[config.mk]
export PLATFORM = sky130hd
export DESIGN_NAME = seven_segment_scan_serializer
export DESIGN_NICKNAME = d
export VERILOG_FILES = /design/src/sss_pkg.sv /design/src/sss_frame.sv /design/src/sss_shift.sv /design/src/seven_segment_scan_serializer.sv
export SDC_FILE = /design/constraint.sdc
export NUM_CORES = 1
export LEC_CHECK = 0
export ABC_AREA = 1
export BUFFER_PORTS_ARGS = -buffer_cell sky130_fd_sc_hd__buf_2
export CORE_ASPECT_RATIO = 1.4
export CORE_MARGIN = 5
export CORE_UTILIZATION = 40
export DETAILED_ROUTE_END_ITERATION = 12
export PLACE_DENSITY = 0.67
export SETUP_SLACK_MARGIN = 0.2
export SYNTH_ARGS = -nofsm -noshare
export SYNTH_HDL_FRONTEND = slang
export SYNTH_SLANG_ARGS = --single-unit
[constraint.sdc]
create_clock -name clk -period 3.3 [get_ports clk]
set_clock_uncertainty 0.1 [all_clocks]
set_input_delay 0.495 -clock clk [delete_from_list [all_inputs] [get_ports clk]]
set_output_delay 0.495 -clock clk [all_outputs]
set_load 0.01 [all_outputs]
[src/sss_pkg.sv]
// shared types, constants and font lookup for the seven-segment scan serializer
package sss_pkg;

  localparam int DIGIT_COUNT = 8;
  localparam int FRAME_BITS  = 16;
  localparam int POS_W       = 3;
  localparam int GLYPH_W     = 6;
  localparam int BITPOS_W    = 4;

  localparam logic CMD_SCAN  = 1'b0;
  localparam logic CMD_WRITE = 1'b1;

  localparam logic [POS_W-1:0] LAST_POS = POS_W'(DIGIT_COUNT - 1);

  typedef logic [FRAME_BITS-1:0] frame_t;

  // frame handoff from the builder to the shifter
  typedef struct packed {
    logic   vld;
    frame_t bits;
  } frame_req_t;

  // font pattern for one glyph, blank above the last glyph
  function automatic logic [7:0] font_pattern(input logic [GLYPH_W-1:0] glyph);
    logic [7:0] pat;
    unique case (glyph)
      6'd0:  pat = 8'h3F;
      6'd1:  pat = 8'h06;
      6'd2:  pat = 8'h5B;
      6'd3:  pat = 8'h4F;
      6'd4:  pat = 8'h66;
      6'd5:  pat = 8'h6D;
      6'd6:  pat = 8'h7D;
      6'd7:  pat = 8'h07;
      6'd8:  pat = 8'h7F;
      6'd9:  pat = 8'h6F;
      6'd10: pat = 8'h77;
      6'd11: pat = 8'h7C;
      6'd12: pat = 8'h39;
      6'd13: pat = 8'h5E;
      6'd14: pat = 8'h79;
      6'd15: pat = 8'h71;
      6'd16: pat = 8'h00;
      6'd17: pat = 8'h40;
      6'd18: pat = 8'h76;
      6'd19: pat = 8'h1E;
      6'd20: pat = 8'h70;
      6'd21: pat = 8'h38;
      6'd22: pat = 8'h37;
      6'd23: pat = 8'h5C;
      6'd24: pat = 8'h73;
      6'd25: pat = 8'h3E;
      6'd26: pat = 8'h78;
      6'd27: pat = 8'h3D;
      6'd28: pat = 8'h67;
      6'd29: pat = 8'h50;
      6'd30: pat = 8'h37;
      6'd31: pat = 8'h6E;
      6'd32: pat = 8'hBF;
      6'd33: pat = 8'h86;
      6'd34: pat = 8'hDB;
      6'd35: pat = 8'hCF;
      6'd36: pat = 8'hE6;
      6'd37: pat = 8'hED;
      6'd38: pat = 8'hFD;
      6'd39: pat = 8'h87;
      6'd40: pat = 8'hFF;
      6'd41: pat = 8'hEF;
      6'd42: pat = 8'h46;
      default: pat = 8'h00;
    endcase
    return pat;
  endfunction

endpackage

[src/sss_frame.sv]
// input register, digit buffer, scan position and frame builder
module sss_frame (
  input  logic                  clk,
  input  logic                  rst_n,
  input  logic                  in_valid,
  output logic                  in_ready,
  input  logic                  in_cmd,
  input  logic [2:0]            in_slot,
  input  logic [5:0]            in_glyph,
  input  logic                  common_anode,
  output sss_pkg::frame_req_t   frame_req,
  input  logic                  frame_rdy
);
  import sss_pkg::*;

  logic               stg_vld_r;
  logic               stg_cmd_r;
  logic [POS_W-1:0]   stg_slot_r;
  logic [GLYPH_W-1:0] stg_glyph_r;
  logic [GLYPH_W-1:0] buf_r [DIGIT_COUNT];
  logic [POS_W-1:0]   scan_pos_r;
  logic [POS_W-1:0]   scan_pos_nxt;
  logic               is_scan;
  logic               load;
  logic               consume;
  logic [7:0]         mask;
  logic [7:0]         sel;
  logic [7:0]         seg;

  // handshake: a write leaves at once, a scan leaves when the shifter takes it
  assign is_scan  = stg_vld_r && (stg_cmd_r == CMD_SCAN);
  assign load     = is_scan && frame_rdy;
  assign consume  = load || (stg_vld_r && (stg_cmd_r == CMD_WRITE));
  assign in_ready = !stg_vld_r || consume;

  // input register
  always_ff @(posedge clk) begin
    if (!rst_n) begin
      stg_vld_r <= 1'b0;
    end else if (in_ready) begin
      stg_vld_r <= in_valid;
    end
  end

  always_ff @(posedge clk) begin
    if (in_ready && in_valid) begin
      stg_cmd_r   <= in_cmd;
      stg_slot_r  <= in_slot;
      stg_glyph_r <= in_glyph;
    end
  end

  // digit buffer, entry i resets to glyph i
  always_ff @(posedge clk) begin
    if (!rst_n) begin
      for (int i = 0; i < DIGIT_COUNT; i++) begin
        buf_r[i] <= GLYPH_W'(i);
      end
    end else if (stg_vld_r && (stg_cmd_r == CMD_WRITE)) begin
      buf_r[stg_slot_r] <= stg_glyph_r;
    end
  end

  // scan position wraps after the last digit
  assign scan_pos_nxt = (scan_pos_r == LAST_POS) ? '0 : scan_pos_r + POS_W'(1);

  always_ff @(posedge clk) begin
    if (!rst_n) begin
      scan_pos_r <= '0;
    end else if (load) begin
      scan_pos_r <= scan_pos_nxt;
    end
  end

  // select byte then segment byte, both through the polarity mask
  assign mask = {8{common_anode}};
  assign sel  = ~mask ^ (8'd1 << scan_pos_r);
  assign seg  = mask ^ font_pattern(buf_r[scan_pos_r]);

  assign frame_req.vld  = is_scan;
  assign frame_req.bits = {sel, seg};

endmodule

[src/sss_shift.sv]
// output shifter: one frame bit per word, msb first
module sss_shift (
  input  logic                  clk,
  input  logic                  rst_n,
  input  sss_pkg::frame_req_t   frame_req,
  output logic                  frame_rdy,
  output logic                  out_valid,
  input  logic                  out_ready,
  output logic                  out_bit,
  output logic [3:0]            out_pos,
  output logic                  out_last
);
  import sss_pkg::*;

  logic                busy_r;
  frame_t              frame_r;
  logic [BITPOS_W-1:0] cnt_r;
  logic                take;
  logic                last;

  assign take      = busy_r && out_ready;
  assign last      = (cnt_r == BITPOS_W'(FRAME_BITS - 1));
  assign frame_rdy = !busy_r || (take && last);

  // busy flag and bit counter
  always_ff @(posedge clk) begin
    if (!rst_n) begin
      busy_r <= 1'b0;
      cnt_r  <= '0;
    end else if (frame_rdy && frame_req.vld) begin
      busy_r <= 1'b1;
      cnt_r  <= '0;
    end else if (take) begin
      busy_r <= !last;
      cnt_r  <= cnt_r + BITPOS_W'(1);
    end
  end

  // frame shift register
  always_ff @(posedge clk) begin
    if (frame_rdy && frame_req.vld) begin
      frame_r <= frame_req.bits;
    end else if (take) begin
      frame_r <= {frame_r[FRAME_BITS-2:0], 1'b0};
    end
  end

  assign out_valid = busy_r;
  assign out_bit   = frame_r[FRAME_BITS-1];
  assign out_pos   = cnt_r;
  assign out_last  = last;

endmodule

[src/seven_segment_scan_serializer.sv]
// top level of the seven-segment scan serializer
//
//  channel  | direction | fields
//  ---------+-----------+--------------------------------------------------
//  in_      | sink      | tuser: cmd; tdata: digit_slot, glyph_code
//  out_     | source    | tdata: serial_bit, bit_position; tlast: latch_pulse
//  cfg_     | sink      | data: common_anode, always ready
//
// a scan tick turns into 16 words, one per cycle while out_tready is high;
// the frame builder hands the next frame to the shifter on the edge that
// takes the last bit, so back-to-back scans stream with no gap.
// buffer writes are accepted while a frame is shifting, unless a scan waits in the input register.
// reset (rst_n low, synchronous) loads glyph i into digit i, position 0.
// a stall on out_ holds the shifter; the input register then fills and waits.
module seven_segment_scan_serializer (
  input  logic        clk,
  input  logic        rst_n,
  input  logic        in_tvalid,
  output logic        in_tready,
  input  logic        in_tuser,   // [0] cmd
  input  logic [15:0] in_tdata,   // [2:0] digit_slot, [8:3] glyph_code, rest zero
  output logic        out_tvalid,
  input  logic        out_tready,
  output logic [7:0]  out_tdata,  // [0] serial_bit, [4:1] bit_position, rest zero
  output logic        out_tlast,
  input  logic        cfg_valid,
  output logic        cfg_ready,
  input  logic        cfg_data
);
  import sss_pkg::*;

  logic       common_anode_r;
  frame_req_t frame_req;
  logic       frame_rdy;
  logic       out_bit;
  logic [3:0] out_pos;

  // polarity register
  assign cfg_ready = 1'b1;

  always_ff @(posedge clk) begin
    if (!rst_n) begin
      common_anode_r <= 1'b0;
    end else if (cfg_valid && cfg_ready) begin
      common_anode_r <= cfg_data;
    end
  end

  sss_frame u_frame (
    .clk          (clk),
    .rst_n        (rst_n),
    .in_valid     (in_tvalid),
    .in_ready     (in_tready),
    .in_cmd       (in_tuser),
    .in_slot      (in_tdata[2:0]),
    .in_glyph     (in_tdata[8:3]),
    .common_anode (common_anode_r),
    .frame_req    (frame_req),
    .frame_rdy    (frame_rdy)
  );

  sss_shift u_shift (
    .clk       (clk),
    .rst_n     (rst_n),
    .frame_req (frame_req),
    .frame_rdy (frame_rdy),
    .out_valid (out_tvalid),
    .out_ready (out_tready),
    .out_bit   (out_bit),
    .out_pos   (out_pos),
    .out_last  (out_tlast)
  );

  // output word packing
  assign out_tdata = {3'b000, out_pos, out_bit};

endmodule
## Word level (Yosys, flattened, before mapping)

Memory sizes are Yosys's and may differ from the RTL's. A register that Yosys moved wholly into a read port is not among the register bits.
Index checks and enable logic that the tools add are counted.

- Add/sub/neg operators: 2
- Eq/ne operators: 2
- Div/mod/pow operators: 0
- Reductions and logical operators: 15
- Multiply operators: 0
- $lt $le $gt $ge: 0
- Mux-type cells: 14
- Bitwise logic cells: 5
- Shift operators: 1

Operator list:

| cell | count |
|---|---|
| two-way mux 16 bit | 2 |
| XOR 8 bit | 2 |
| two-way mux 3 bit | 4 |
| inverter 8 bit | 1 |
| << shifter 1 x 3 -> 8 bit (first input constant) | 1 |
| two-way mux 1 bit | 7 |
| logical AND 1 bit | 6 |
| two-way mux 6 bit | 1 |
| OR reduction 6 bit | 1 |
| adder 4 x 1 -> 4 bit (second input constant) | 1 |
| == test 4 bit (second input constant) | 1 |
| adder 3 x 1 -> 3 bit (second input constant) | 1 |
| == test 3 bit (second input constant) | 1 |
| logical NOT 1 bit | 3 |
| logical OR 1 bit | 3 |
| inverter 1 bit | 2 |
| nonzero test 2 bit | 1 |
| OR reduction 2 bit | 1 |

- Memories kept: 2
- Bits in latches: 0
- Memory bits (writable): 48
- Memory bits (read-only): 512
- Logic and storage cells: 50
- Input port bits: 23
- Bits in registers: 36
- Output and inout bits: 12

Memory list:

| memory | words | width | read ports | clocked after Yosys merged registers in | wr ports | RTL line | text |
|---|---|---|---|---|---|---|---|
| (name not given) | 64 | 8 | 1 | 0 | 0 | sss_pkg.sv:26 | `unique case (glyph)` |
| u_frame.buf_r | 8 | 6 | 1 | 1 | 8 | sss_frame.sv:20 | `logic [GLYPH_W-1:0] buf_r [DIGIT_COUNT];` |

## Longest topological paths before layout

- Depth in word-level cells: 7
- Mapped depth: 20
- Gate-level depth less buffers: 18

## By module

From an unflattened synthesis, not the netlist that was laid out.

- Cells, all modules: 587
- Area total of the unflattened synthesis: 4889.7 um^2

By module, submodules not included:

| module | cells an instance | sequential area each (um^2) | area each (um^2) | times used |
|---|---|---|---|---|
| sss_frame | 471 | 1881.8 | 3826.2 | 1 |
| sss_shift | 103 | 580.6 | 977.2 | 1 |
| seven_segment_scan_serializer | 13 | 20.0 | 86.3 | 1 |

## Worst setup path before layout

Ideal clock, no wire load.

- Path kind: reg2reg
- Start: reg (tool-made name)
- End: reg u_shift.frame_r[3] (data pin)
- Stages on the path, launching flop included: 17
- Buffers on the path: 2
- Slack: 1.103 ns
- Arrival time: 1.843 ns
- Required time: 2.946 ns
- Setup time: 0.254 ns
- Period minus slack after synthesis: 2.197 ns
- Cell sequence: dfxtp_1 > buf_6 > inv_6 > buf_8 > nand2_1 > nand3_1 > nand3_1 > nand2_2 > ha_1 > inv_1 > nand3_1 > a21oi_2 > nor2_1 > nand2_1 > nand3_1 > nand3_1 > nand2_1

RTL lines:

| item | RTL line | text |
|---|---|---|
| to (signal assigned) | sss_shift.sv:42 | `frame_r <= frame_req.bits;` |
| to (signal assigned) | sss_shift.sv:44 | `frame_r <= {frame_r[FRAME_BITS-2:0], 1'b0};` |
| to (decl) | sss_shift.sv:16 | `frame_t frame_r;` |

==> reports/metrics.yaml <==
sta:
  tns_ns: 0
  period_share: 0.830
  tightest_slew_ns: 0.684
  min_period_ns: 2.74
  final-setup-viol-count: 0
  rsz0062_at_grt: "no"
  max-slew-margin-rel: 0.543
  slew_viol_final: 0
  fmax_ghz: 0.365
  final-hold-violation-count: 0
  fin_ws_ns: 0.562
  hold_slack_ns: 0.222
pwr:
  switching_share: 0.281
  p_int_w: 0.00199
  cellLeakagePower_nw: 2.40
  p_sw_w: 0.000776
  pwr-share-clk: 0.371
  p_total_w: 0.00276
  ir_worst_vdd_mv: 0.497
  seq_power_share: 0.458
  combPwrFrac: 0.171
  p_per_area_mw_per_mm2: 519
place:
  gp_congestion: 0.875
  post-place-ws_ns: 0.604
  hpwl_mm: 7.65
  port_buffers: 23
  dp_cells: 738
critical_path:
  r2r_end: "u_shift.frame_r[5]"
  r2r_slack_ns: 0.56
  worstPathRequired_ns: 3.30
  critPathCaptureType: "register"
  slowest_stage: "dfxtp_1"
  cp_cell_sequence: "inv_2 -> nand3_1 -> nand2_1 -> nand2_1 -> nand2_1 -> ha_1 -> nand3_1 -> nand3_1 -> nand3_1 -> nand3_1 -> nand2_1 -> nand2_1 -> nand3_1 -> nand2_1"
  r2r_cells: 14
  crit_type: "reg -> reg"
  slowest_delay_ns: 0.65
  crit_arrival_ns: 2.73
  start_kind: "register"
  path_max_fanout: 13
detailed_routing:
  routed_via_density: 4.91
  vias: 3701
  drt_iter0_drc: 174
  ant_nets: 0
  dr.pass1.iters: 4
  wl_mm: 9.99
  drc: 0
  routedWlPerCell_um: 13.2
synth:
  syn_inst: 585
  yosys_warnings: 0
  synth_edf_count: 74
  synthArstFlopShare: 0
  synth_area_per_cell_um2: 8.32
  ys_ff_latch: 87
  ys_types: 31
  synth_flop_cell: "edfxtp_1"
  ys_seq_area_frac: 0.510
  synth_area_mm2: 0.00486
global_routing:
  grt_pass1_wl_mm: 17.1
  overflow: 0
  grt_pass1_vias: 3722
  antenna_found_initial: 0
  use_met2: 0.266
  grt_usage: 0.150
  use_met1: 0.163
  grt_max_degree: 31
  use_met3: 0.0308
  grt_busiest_layer: "met2"
cells_and_area:
  drive_gt1_frac: 0.117
  nFillCells: 1143
  most-common-layout-cells: "191 x nand2_1, 74 x edfxtp_1, 70 x nand3_1, 61 x inv_1, 61 x nor2_1"
  nets: 639
  fin_cells: 754
  final_common_cell: "nand2_1"
  antenna_cells: 0
  area_growth_pct: 9.47
floorplanning:
  die_width_um: 103
  start_util: 0.410
  die_h_um: 140
  io_pins: 35
  die_area_mm2: 0.0145
  row_count: 47
  core_mm2: 0.0119
clock_tree:
  ctsHoldBuffers: 0
  path_clk_slew_ns: 0.07
  htree_levels: 3
  clock_path_buffers: 2
  cts_made_buffers: 9
  clkLatencyLatePin_ns: 0.34
  cts_resized: 0
  root_buffer: "clkbuf_16"
  cts_tree: "built"
  cts_num_sinks: 87
  post_cts_buffers: 0
worst_hold_path:
  hp-class: "in -> reg"
  worstHoldStart: "in_tdata[7]"
  min_to: "u_frame.stg_glyph_r[4]"
  hold-path-cell-count: 1
job:
  cap_violations: 0
status:
  run_status: "completed"
[layer usage]
layer  share of wire  vias to the layer above
met5               0                        -
met4           0.027                        0
met3           0.033                       21
met2            0.54                       74
met1            0.40                     1702
li1                -                     1904
[area by class of cell]
cell class / instances / area, um2 / area share
multi-input combinational: 410 / 1950 / 0.366
clock buffer: 10 / 229 / 0.0430
tap: 147 / 184 / 0.0345
timing repair buffer: 27 / 145 / 0.0273
clock inverter: 6 / 77.6 / 0.0146
inverter: 67 / 256 / 0.0482
sequential: 87 / 2480 / 0.466
[through the flow]
stage          utilization  cell area [um2]
6_report             0.448             5330
5_1_grt              0.448             5330
4_1_cts              0.448             5330
3_5_place_dp         0.422             5020
3_3_place_gp         0.422             5020
2_1_floorplan            -             4870
[worst max-delay path by stage]
stage	start	to	slack (ns)	cells after the start
after floorplan	register	u_shift.frame_r[3]	1.10	16
after global placement	rst_n	u_frame.buf_r[6][1]	0.62	9
after detailed placement	register	u_shift.frame_r[5]	0.60	14
after CTS	register	u_shift.frame_r[5]	0.58	14
after global routing	register	u_shift.frame_r[3]	0.29	16
final	register	u_shift.frame_r[5]	0.56	14
[sequential cells by signal, indices dropped and copies added (netlist names), named ones only]
signal,flops
common_anode_r,1
u_shift.out_pos,4
u_frame.buf_r,48
u_frame.stg_slot_r,3
u_frame.scan_pos_r,3
u_shift.out_valid,1
u_shift.frame_r,16
u_frame.stg_vld_r,1
u_frame.stg_cmd_r,1
u_frame.stg_glyph_r,6
[cell usage after synthesis, drive strengths merged (2+ instances only)]
master	instances	area share
a21oi	13	0.014
clkbuf	4	0.0031
conb	2	0.0015
inv	66	0.052
dfxtp	13	0.053
nor2	63	0.050
o21ai	20	0.024
nor3	2	0.0021
xor2	10	0.018
nand2	204	0.17
buf	19	0.034
nand4	3	0.0039
nand3	75	0.082
ha	14	0.036
edfxtp	74	0.46
[worst max-delay path, delay by kind of cell (launching register included)]
family                   cells  cell delay, ns
AND/OR/NAND/NOR             12            1.25
adder cells (fa/ha/maj)      1            0.27
buffers and inverters        1            0.22
flip-flops                   1            0.65
[power groups by stage]
stage,registers [W],clock network [W],logic [W]
after CTS,0.00127,0.00105,0.000470
final,0.00127,0.00103,0.000472
after global placement,0.00129,0,0.000462
after global routing,0.00127,0.00110,0.000536
after floorplan,0.00128,0,0.000388
after detailed placement,0.00129,0,0.000469
[cell families after synthesis]
group | count (synthesis) | share of synthesized area
and+or+nand+nor | 348 | 0.304
buffers and inverters | 90 | 0.0903
DFF | 87 | 0.510
AOI/OAI and AO/OA | 33 | 0.0378
adders and majority gates | 14 | 0.0360
xor gates and xnor gates | 11 | 0.0198
other | 2 | 0.00154
No activity file was read; power rests on OpenSTA's default activity.
